<file path="config.mk">
export PLATFORM = sky130hd
export DESIGN_NAME = modbus_frame_crc_appender
export DESIGN_NICKNAME = d
export VERILOG_FILES = /design/src/rtl/mbcrc_pkg.sv /design/src/rtl/modbus_frame_crc_appender.sv
export SDC_FILE = /design/constraint.sdc
export NUM_CORES = 1
export LEC_CHECK = 0
export ABC_CLOCK_PERIOD_IN_PS = 3550
export BUFFER_PORTS_ARGS = -buffer_cell sky130_fd_sc_hd__buf_2
export CAP_MARGIN = 30
export CORE_MARGIN = 3
export CORE_UTILIZATION = 50
export DETAILED_ROUTE_END_ITERATION = 7
export GPL_ROUTABILITY_DRIVEN = 0
export GPL_TIMING_DRIVEN = 0
export PLACE_DENSITY_LB_ADDON = 0.08
export SLEW_MARGIN = 20
export SYNTH_ARGS = -nofsm -noshare
export SYNTH_HDL_FRONTEND = slang
export SYNTH_SLANG_ARGS = --single-unit
</file>
<file path="constraint.sdc">
create_clock -name aclk -period 3.55 [get_ports aclk]
set_input_delay 0.1775 -clock aclk [delete_from_list [all_inputs] [get_ports aclk]]
set_output_delay 0.1775 -clock aclk [all_outputs]
set_load 0.01 [all_outputs]
</file>
<file path="src/rtl/mbcrc_pkg.sv">
// Package for the Modbus frame CRC appender.
// Holds the CRC-16/MODBUS constants, the byte-fold function and the queue entry type.
// No dependencies.
`default_nettype none

package mbcrc_pkg;

    localparam int unsigned BYTE_W    = 8;
    localparam int unsigned CRC_W     = 16;
    localparam int unsigned POS_W     = 3;
    localparam int unsigned Q_DEPTH   = 4;
    localparam int unsigned Q_PTR_W   = 2;
    localparam int unsigned Q_CNT_W   = 3;

    localparam logic [CRC_W-1:0] CRC_INIT = 16'hFFFF;
    localparam logic [CRC_W-1:0] CRC_POLY = 16'hA001;

    typedef struct packed {
        logic [BYTE_W-1:0] data;
        logic              last;
    } q_entry_t;

    function automatic logic [CRC_W-1:0] crc_fold_byte(
        input logic [CRC_W-1:0]  crc_in,
        input logic [BYTE_W-1:0] data_in
    );
        logic [CRC_W-1:0] crc;
        crc = crc_in ^ {{(CRC_W-BYTE_W){1'b0}}, data_in};
        for (int k = 0; k < BYTE_W; k++) begin
            if (crc[0]) begin
                crc = (crc >> 1) ^ CRC_POLY;
            end else begin
                crc = crc >> 1;
            end
        end
        return crc;
    endfunction

endpackage

`default_nettype wire

</file>
<file path="src/rtl/modbus_frame_crc_appender.sv">
// Modbus frame CRC appender: echoes frame bytes and appends the CRC-16/MODBUS.
// Depends on mbcrc_pkg for constants, the CRC fold function and the queue entry type.
//
//  channel   dir  ports            payload
//  s_axis    in   tvalid/tready    tdata[7:0] = in_byte
//  m_axis    out  tvalid/tready    tdata[7:0] = out_byte, tlast = frame_end
//
// The byte-wide CRC update sits between the input and a four-entry output queue.
// The last byte of a frame writes three entries at once, so the next input waits
// while the queue drains at one per cycle whenever the output is ready.
// Input is taken while the queue holds at most one entry, even when the output stalls.
// Synchronous active-low reset empties the queue and restarts the CRC and count.
`default_nettype none

module modbus_frame_crc_appender #(
    parameter int unsigned FRAME_BYTES = 6
) (
    input  wire logic       aclk,
    input  wire logic       aresetn,
    input  wire logic       s_axis_tvalid,
    output logic            s_axis_tready,
    input  wire logic [7:0] s_axis_tdata,   // [7:0] in_byte
    output logic            m_axis_tvalid,
    input  wire logic       m_axis_tready,
    output logic [7:0]      m_axis_tdata,   // [7:0] out_byte
    output logic            m_axis_tlast    // frame_end
);

    localparam logic [mbcrc_pkg::POS_W:0] FRAME_LEN = (mbcrc_pkg::POS_W+1)'(FRAME_BYTES);

    logic [mbcrc_pkg::CRC_W-1:0]   crc_reg, crc_next;
    logic [mbcrc_pkg::POS_W-1:0]   pos_reg, pos_next;
    logic [mbcrc_pkg::Q_PTR_W-1:0] wptr_reg, wptr_next;
    logic [mbcrc_pkg::Q_PTR_W-1:0] rptr_reg, rptr_next;
    logic [mbcrc_pkg::Q_CNT_W-1:0] count_reg, count_next;
    mbcrc_pkg::q_entry_t           queue_reg [mbcrc_pkg::Q_DEPTH];

    logic                          in_accept;
    logic                          out_accept;
    logic                          frame_close;
    logic [mbcrc_pkg::CRC_W-1:0]   crc_fold;
    logic [mbcrc_pkg::Q_CNT_W-1:0] wr_count;

    assign s_axis_tready = (count_reg <= mbcrc_pkg::Q_CNT_W'(1));
    assign in_accept     = s_axis_tvalid && s_axis_tready;
    assign m_axis_tvalid = (count_reg != '0);
    assign out_accept    = m_axis_tvalid && m_axis_tready;
    assign m_axis_tdata  = queue_reg[rptr_reg].data;
    assign m_axis_tlast  = queue_reg[rptr_reg].last;

    assign crc_fold    = mbcrc_pkg::crc_fold_byte(crc_reg, s_axis_tdata);
    assign frame_close = (({1'b0, pos_reg} + (mbcrc_pkg::POS_W+1)'(1)) >= FRAME_LEN);

    always_comb begin
        crc_next  = crc_reg;
        pos_next  = pos_reg;
        wr_count  = '0;
        if (in_accept) begin
            if (frame_close) begin
                crc_next = mbcrc_pkg::CRC_INIT;
                pos_next = '0;
                wr_count = mbcrc_pkg::Q_CNT_W'(3);
            end else begin
                crc_next = crc_fold;
                pos_next = pos_reg + mbcrc_pkg::POS_W'(1);
                wr_count = mbcrc_pkg::Q_CNT_W'(1);
            end
        end
        wptr_next  = wptr_reg + wr_count[mbcrc_pkg::Q_PTR_W-1:0];
        rptr_next  = out_accept ? rptr_reg + mbcrc_pkg::Q_PTR_W'(1) : rptr_reg;
        count_next = count_reg + wr_count - mbcrc_pkg::Q_CNT_W'(out_accept);
    end

    always_ff @(posedge aclk) begin
        if (!aresetn) begin
            crc_reg   <= mbcrc_pkg::CRC_INIT;
            pos_reg   <= '0;
            wptr_reg  <= '0;
            rptr_reg  <= '0;
            count_reg <= '0;
        end else begin
            crc_reg   <= crc_next;
            pos_reg   <= pos_next;
            wptr_reg  <= wptr_next;
            rptr_reg  <= rptr_next;
            count_reg <= count_next;
        end
    end

    always_ff @(posedge aclk) begin
        if (in_accept) begin
            queue_reg[wptr_reg] <= '{data: s_axis_tdata, last: 1'b0};
            if (frame_close) begin
                queue_reg[wptr_reg + mbcrc_pkg::Q_PTR_W'(1)] <=
                    '{data: crc_fold[7:0], last: 1'b0};
                queue_reg[wptr_reg + mbcrc_pkg::Q_PTR_W'(2)] <=
                    '{data: crc_fold[15:8], last: 1'b1};
            end
        end
    end

    a_count_bound: assert property (@(posedge aclk) disable iff (!aresetn)
        count_reg <= mbcrc_pkg::Q_CNT_W'(mbcrc_pkg::Q_DEPTH))
        else $error("output queue overflow");

    a_frame_writes_three: assert property (@(posedge aclk) disable iff (!aresetn)
        (in_accept && frame_close) |=>
            (count_reg == $past(count_reg) + mbcrc_pkg::Q_CNT_W'(3)
                          - mbcrc_pkg::Q_CNT_W'($past(out_accept))))
        else $error("frame close did not queue three transactions");

    a_crc_restart: assert property (@(posedge aclk) disable iff (!aresetn)
        (pos_reg == '0) |-> (crc_reg == mbcrc_pkg::CRC_INIT))
        else $error("CRC not at start value at frame start");

    a_pos_bound: assert property (@(posedge aclk) disable iff (!aresetn)
        ({1'b0, pos_reg} < FRAME_LEN))
        else $error("byte position beyond frame length");

endmodule

`default_nettype wire

</file>
==> Flow_metrics.wiki, run 1 <==
{| class="wikitable"
! Metric !! Value
|-
| Pin count of the biggest net entering global routing || 12
|-
| CTS root buf || sky130_fd_sc_hd__clkbuf_8
|-
| Metal-1 WL || ~3900 um
|-
| First-pass GRT wire length || about 13000 um
|-
| H-tree levels || 3
|-
| Total wirelength of the detailed-routed design || between 7000 and 8000 um
|-
| Tightest Pin Transition || between 0.9 and 1 ns
|-
| RSZ-0062 raised after global routing || false
|-
| Flip-flop count of the largest register, all copies and words added || 36
|-
| Post-placement worst setup slack || around 0.064 ns
|-
| Number of placement rows || 30
|-
| Routed vias || roughly 2700
|-
| Drt drc || 0
|-
| Cts bufs inserted || 9
|-
| Total overflow reported by the global router || 0
|-
| Summed instance area of the synthesized netlist || ~3500 sq um
|-
| Synthesized instance count || approximately 360
|-
| Count of state elements after synthesis || 64
|-
| Clock transition at the registers of the reported paths || roughly 0.070 ns
|-
| Height of the chip || approximately 90 um
|-
| Overall global routing resource usage || 20.7%
|-
| Post-synth cell types || 48
|-
| Required time at the endpoint of the critical path || about 3.8 ns
|-
| Initial core utilization || ~52%
|-
| Detail-routed via count per cell || ~5.5
|-
| Maximum capacitance violations || 0
|-
| Post-Layout Cell Count || 493
|-
| Sequential area share after synthesis || 45.3%
|-
| Part of the cycle the worst path needs || around 93%
|-
| Worst-case setup margin in the final layout || ~0.26 ns
|-
| Area of all placed cells without fillers || 3990 sq um
|-
| Number of detailed-routing iterations run before antenna repair || 5
|-
| Setup Skew || 0.00668 ns
|-
| Run status || complete, no violations
|-
| # port buffers || 21
|-
| Die ar. || 8110 sq um
|-
| Number of top-level pins || 23
|-
| Number of nets still failing antenna checks after routing || 0
|-
| WS Path Type || flop to flop
|-
| Share of cells above drive strength 1 || approximately 16%
|-
| Rel. slew slack || 39.9%
|-
| Startpoint kind of the worst setup timing path || flop
|-
| Worst Path Arrival || ~3.5 ns
|-
| Post-synthesis to final-layout area growth || 12.8%
|-
| Peak supply drop || about 0.55 mV
|-
| Routed wl met3 || roughly 450 um
|-
| Hold WC Path Type || input port to flop
|-
| Instance area at placement || around 3800 sq um
|-
| Clk Latency, worst-skew pair || between 0.3 and 0.4 ns
|-
| Synthesized area per cell || approximately 9.9 sq um
|-
| Top layer used by detailed routing || met4
|-
| Placed wire-length estimate after detailed placement || between 5000 and 6000 um
|-
| Diode count || 0
|-
| Power density normalized to cell area || around 800 nW/um^2
|-
| Antenna violations before repair || 0
|-
| Maximum buffer depth of the clock tree || 2
|-
| TritonCTS clock tree || done
|-
| Post-detailed-route wirelength per cell || 16.0 um
|-
| # placed instances || between 400 and 500
|-
| Die outline width || ~90 um
|-
| Final net count || just over 400
|-
| Fin. Hold Viols || 0
|-
| DRC marker count from the first detailed-route iteration || 285
|-
| Timing-limited maximum frequency || a little over 300 MHz
|-
| Met2 routed wirelength || 3480 um
|-
| Setup Viol. Count Final || 0
|-
| Final TNS setup || 0 ns
|-
| Largest driver fanout on the critical path || 10
|-
| Number of nets produced by synthesis || around 380
|-
| Number of slew-limit violations in the final report || 0
|-
| Clock sinks || 64
|-
| Count of yosys warnings during synthesis || 0
|-
| Leakage power total || around 1.5 nW
|-
| Time the worst path needs with I/O delays and setup || ~3.3 ns
|-
| Vias in the first global route || ~2500
|-
| Floorplan core area || about 6800 sq um
|-
| Critical path endpoint category || flop
|}
-- through the flow --
step                total power, mW  hold WS (ns)  utilization, %
global route                   3.48         0.174            58.4
CTS                            3.26         0.165            58.2
detailed placement             2.59         0.469            55.1
global placement               2.58         0.462            55.0
floorplan                      2.23         0.299               -
finish                         3.26         0.165            58.4
-- cells in the final DEF (no fill, tap or decap), types with 2 or more instances in the layout --
cell | synthesis | layout
sky130_fd_sc_hd__buf_1 | 3 | 3
sky130_fd_sc_hd__bufinv_16 | 0 | 2
sky130_fd_sc_hd__o21ai_0 | 28 | 28
sky130_fd_sc_hd__o21a_1 | 3 | 3
sky130_fd_sc_hd__o211ai_1 | 8 | 8
sky130_fd_sc_hd__nor2b_1 | 2 | 2
sky130_fd_sc_hd__nand2_1 | 63 | 63
sky130_fd_sc_hd__a211oi_1 | 3 | 3
sky130_fd_sc_hd__mux4_2 | 9 | 9
sky130_fd_sc_hd__a221oi_1 | 5 | 5
sky130_fd_sc_hd__nor2_1 | 21 | 21
sky130_fd_sc_hd__inv_2 | 1 | 2
sky130_fd_sc_hd__inv_1 | 11 | 11
sky130_fd_sc_hd__xnor2_1 | 18 | 18
sky130_fd_sc_hd__nor3_1 | 2 | 2
sky130_fd_sc_hd__nand3_1 | 10 | 10
sky130_fd_sc_hd__clkinv_1 | 3 | 3
sky130_fd_sc_hd__ha_1 | 6 | 6
sky130_fd_sc_hd__xor2_1 | 5 | 5
sky130_fd_sc_hd__xnor2_2 | 4 | 4
sky130_fd_sc_hd__buf_2 | 1 | 22
sky130_fd_sc_hd__or2_2 | 2 | 2
sky130_fd_sc_hd__clkbuf_8 | 0 | 9
sky130_fd_sc_hd__a21oi_1 | 17 | 17
sky130_fd_sc_hd__xnor2_4 | 2 | 2
sky130_fd_sc_hd__xnor3_1 | 2 | 2
sky130_fd_sc_hd__and2_1 | 9 | 9
sky130_fd_sc_hd__a2bb2oi_1 | 7 | 7
sky130_fd_sc_hd__edfxtp_1 | 32 | 32
sky130_fd_sc_hd__clkbuf_1 | 18 | 19
sky130_fd_sc_hd__clkinvlp_4 | 0 | 2
sky130_fd_sc_hd__dfxtp_1 | 32 | 32
sky130_fd_sc_hd__o22ai_1 | 13 | 13
-- what timing repair did --
action | in CTS | in global routing
hold buffers | 0 | 0
gates resized for setup | 0 | 1
endpoints found under the setup margin | 0 | 1
setup buffers | 0 | 0
-- cells by family after synthesis --
group	after synthesis	share of synthesized area, %
flip-flops	64	45.3
AO/OA/AOI/OAI	94	17.1
AND/OR/NAND/NOR	114	13.9
multiplexers	10	6.02
buffers and inverters	37	3.96
adder cells (fa/ha/maj)	7	2.69
XOR/XNOR	32	11.0
-- Yosys cell counts (all sizes together) --
library cell  number  area, sq um
a211oi             3         22.5
a21boi             1         7.51
a21oi             18         93.8
a221oi             6         58.8
a22oi              1         7.51
a2bb2oi            7         61.3
a31o               1         8.76
and2              11         72.6
buf                4         16.3
clkbuf            18         67.6
clkinv             3         11.3
dfxtp             32          641
edfxtp            32          961
fa                 1         20.0
ha                 6         75.1
inv               12         45.0
mux2i              1         10.0
mux4               9          203
nand2             63          236
nand2b             1         6.26
nand3             10         50.1
nand4              1         6.26
nor2              21         78.8
nor2b              2         12.5
nor3               2         10.0
o211ai             8         60.1
o21a               3         22.5
o21ai             29          145
o22ai             13         81.3
o2bb2ai            1         8.76
o311ai             1         8.76
o31a               1         8.76
o31ai              1         7.51
or2                2         12.5
or3                1         6.26
xnor2             24          278
xnor3              3         68.8
xor2               5         43.8
-- routing by layer --
metal | track usage (%) | vias to the layer above
met4 | 6.76 | 0
met5 | 0 | -
met1 | 31.0 | 1245
li1 | - | 1351
met2 | 29.9 | 96
met3 | 4.18 | 9
-- critical path, cell delays in order (launching register included) --
cell and delay [ns]:
sky130_fd_sc_hd__dfxtp_1 0.40, sky130_fd_sc_hd__ha_1 0.21, sky130_fd_sc_hd__nand2_1 0.08, sky130_fd_sc_hd__or2_2 0.29
sky130_fd_sc_hd__a21oi_2 0.43, sky130_fd_sc_hd__inv_2 0.18, sky130_fd_sc_hd__clkbuf_1 0.33, sky130_fd_sc_hd__ha_1 0.39
sky130_fd_sc_hd__fa_1 0.45, sky130_fd_sc_hd__xor2_1 0.17, sky130_fd_sc_hd__xnor2_1 0.12, sky130_fd_sc_hd__and2_1 0.15
-- report_power, final --
| part | switching, mW | internal, mW | total (mW) |
|---|---|---|---|
| Clock | 0.278 | 0.391 | 0.669 |
| Combinational | 0.872 | 0.680 | 1.55 |
| Sequential | 0.0890 | 0.951 | 1.04 |
| Total | 1.24 | 2.02 | 3.26 |
-- worst paths after layout --
kind,start,to,slack [ns],depth (start not counted)
worst max-delay path,pos_reg[1],count_reg[2],0.26,11
worst min-delay path,aresetn,count_reg[0],0.17,2
worst max register to register,pos_reg[1],count_reg[2],0.26,11
worst min register to register,queue_reg[1][0],queue_reg[1][0],0.48,2
-- area by class of cell --
cell class	count	area [sq um]
fill	617	2850
multi-input combinational	257	1790
sequential	64	1600
clock buffer	10	128
timing repair buffer	23	120
tap	96	120
clock inverter	6	83.8
buffer	22	83.8
inverter	15	56.3
Power figures use the tool's default switching activity.
==> inputs of run 2 (changes only) <==
--- a/config.mk
+++ b/config.mk
@@ -6,11 +6,11 @@
 export NUM_CORES = 1
 export LEC_CHECK = 0
 export ABC_CLOCK_PERIOD_IN_PS = 3550
-export BUFFER_PORTS_ARGS = -buffer_cell sky130_fd_sc_hd__buf_2
 export CAP_MARGIN = 30
 export CORE_MARGIN = 3
 export CORE_UTILIZATION = 50
 export DETAILED_ROUTE_END_ITERATION = 7
+export DONT_BUFFER_PORTS = 1
 export GPL_ROUTABILITY_DRIVEN = 0
 export GPL_TIMING_DRIVEN = 0
 export PLACE_DENSITY_LB_ADDON = 0.08
==> run 2 against run 1 <==
Critical path depth down 1; combinational power down 5%; hold slack lost 0.15 ns; first-iteration DRC count shrank 36%; final cell count down 4.5%; fmax barely moved; via count down 4.4%; sequential power hardly changed; non-clock buffer count decreased by 22.
==> Flow_metrics.wiki, run 2 (synthesis gave the netlist of run 1 again) <==
{| class="wikitable"
! Metric !! Value
|-
| Multi-input combinational cell area || between 1500 and 2000 sq um
|-
| Share of cells above drive strength 1 || 10.7%
|-
| Die outline width || about 90 um
|-
| Slowest cell on the critical path || sky130_fd_sc_hd__clkinv_1
|-
| Maximum capacitance violations || 0
|-
| Worst Hold Margin || just over 0.02 ns
|-
| Drt drc || 0
|-
| Portion of total power attributed to combinational logic || a little under half
|-
| Post-Layout Cell Count || about 470
|-
| Leakage power total || ~1.4 nW
|-
| Maximum buffer depth of the clock tree || 2
|-
| Time the worst path needs with I/O delays and setup || ~3.3 ns
|-
| Pin count of the biggest net entering global routing || 12
|-
| Total wirelength of the detailed-routed design || 7950 um
|-
| Run status || complete, no violations
|-
| Leading cell type in the layout, fill and taps excluded || sky130_fd_sc_hd__nand2_1
|-
| Number of top-level pins || 23
|-
| Routed vias || 2582
|-
| Share of the core filled with cells || approximately 57%
|-
| Required time at the endpoint of the critical path || between 3 and 4 ns
|-
| Net switching power figure || 1.23 mW
|-
| First-pass GRT wire length || ~13000 um
|-
| Library cell appearing most often on the critical path || sky130_fd_sc_hd__ha_1
|-
| Area of all placed cells without fillers || slightly below 4000 sq um
|-
| Vias in the first global route || 2528
|-
| Worst Path Arrival || around 3.5 ns
|-
| WS Path Type || flop to flop
|-
| Number of cell instances on the worst register-to-register path || 10
|-
| Detail-routed via count per cell || roughly 5.5
|-
| # placed instances || 455
|-
| Instance area at placement || about 3700 sq um
|-
| Post-CTS setup buffers || 0
|-
| Total area of sequential cells || ~1600 sq um
|-
| Number of placement rows || 30
|-
| Setup Skew || between 0.009 and 0.01 ns
|-
| Rel. slew slack || a little over a third
|-
| Antenna violations before repair || 0
|-
| Largest driver fanout on the critical path || 17
|-
| Sequential share of power || around 33%
|-
| Part of the cycle the worst path needs || about 93%
|-
| Fin. Hold Viols || 0
|-
| Clock network fraction of total power || just under 20%
|-
| Highest-count cells in the layout ignoring fill and taps || 63 x sky130_fd_sc_hd__nand2_1, 32 x sky130_fd_sc_hd__dfxtp_1, 32 x sky130_fd_sc_hd__edfxtp_1
|-
| TritonCTS clock tree || done
|-
| Switching portion of total power || slightly below 40%
|-
| Clock transition at the registers of the reported paths || 0.07 ns
|-
| Overall global routing resource usage || just over 20%
|-
| Post-synthesis to final-layout area growth || 9.31%
|-
| Final TNS setup || 0 ns
|-
| Clk Latency, worst-skew pair || between 0.3 and 0.4 ns
|-
| Floorplan core area || between 6000 and 7000 sq um
|-
| Series of cell instances along the critical path || ha_1, nand2_1, or2_2, a21oi_4, clkinv_1, ha_1, fa_1, xor2_1, xnor2_1, and2_1
|-
| Internal power component || roughly 1.9 mW
|-
| Initial core utilization || between 50% and 60%
|-
| Setup Viol. Count Final || 0
|-
| Total overflow reported by the global router || 0
|-
| Timing-limited maximum frequency || 304 MHz
|-
| Number of slew-limit violations in the final report || 0
|-
| Number of cells on the worst hold path || 2
|-
| CTS root buf || sky130_fd_sc_hd__clkbuf_8
|-
| Worst-case setup margin in the final layout || approximately 0.26 ns
|-
| Count of filler cells inserted in the layout || 637
|-
| DRC marker count from the first detailed-route iteration || roughly 180
|-
| Clock sinks || between 60 and 70
|-
| # port buffers || 0
|-
| Flip-flop count of the largest register, all copies and words added || 36
|-
| Height of the chip || 90.1 um
|-
| H-tree levels || 3
|-
| Post-detailed-route wirelength per cell || around 17 um
|-
| Critical path endpoint category || flop
|-
| Hold WC Path Type || input port to flop
|-
| Post-placement worst setup slack || roughly 0.13 ns
|-
| Die ar. || 8110 sq um
|-
| Number of detailed-routing iterations run before antenna repair || 5
|-
| Startpoint kind of the worst setup timing path || flop
|-
| Power density normalized to cell area || around 800 nW/um^2
|-
| Cts bufs inserted || 9
|-
| Critical Path Max Stage Delay || roughly 0.52 ns
|-
| Diode count || 0
|-
| Peak supply drop || about 0.46 mV
|-
| Total power || 3.13 mW
|-
| Final net count || between 300 and 400
|-
| Placed wire-length estimate after detailed placement || 6040 um
|-
| Tightest Pin Transition || approximately 0.96 ns
|-
| Number of nets still failing antenna checks after routing || 0
|}
==> run 2: cell count changes in the layout (fill, tap and decap cells not counted), sizes merged <==
cell,delta
buf,-21
clkbuf,-2
clkinv,+2
bufinv,-1
dlygate4sd3,+1
inv,-1
==> run 2: final timing paths <==
kind / from / to / slack [ns]
worst max-delay path: pos_reg[1] / count_reg[2] / 0.26
worst min-delay path: s_axis_tdata[1] / queue_reg[0][2] / 0.02
worst max register to register: pos_reg[1] / count_reg[2] / 0.26
worst min register to register: queue_reg[0][0] / queue_reg[0][0] / 0.47
==> run 2: power groups by stage <==
stage	sequential, mW	combinational [mW]	clock (mW)
after floorplan	1.03	1.20	0
after global placement	1.05	1.47	0
after detailed placement	1.06	1.48	0
after CTS	1.04	1.49	0.624
after global routing	1.06	1.64	0.651
final	1.04	1.48	0.617
==> run 2: layer usage <==
| metal | vias up | part of all wire [%] | global-route usage, % |
|---|---|---|---|
| met5 | - | 0 | 0 |
| met4 | 0 | 1.3 | 6.25 |
| met3 | 9 | 4.9 | 4.69 |
| met2 | 72 | 44 | 31.5 |
| met1 | 1196 | 50 | 29.6 |
| li1 | 1305 | - | - |
==> run 2: layout make-up <==
class / count / area share, %
buffer: 21 / 2.07
clock buffer: 10 / 3.30
clock inverter: 6 / 1.55
inverter: 15 / 1.46
multi-input combinational: 257 / 46.6
sequential: 64 / 41.5
tap: 96 / 3.11
timing repair buffer: 2 / 0.453
==> run 2: worst max-delay path, delay by kind of cell (launching register included) <==
family                   cells  cell delay, ns
XOR/XNOR                     2            0.28
AO/OA/AOI/OAI                1            0.31
AND/OR/NAND/NOR              3            0.54
flip-flops                   1            0.39
buffers and inverters        1            0.52
adder cells (fa/ha/maj)      3            1.14
==> run 2: what timing repair did <==
item                                    4_1_cts  5_1_grt
endpoints found under the setup margin        0        1
resized for setup                             0        1
hold buffers                                  1        0
hold endpoints to repair                      9        0
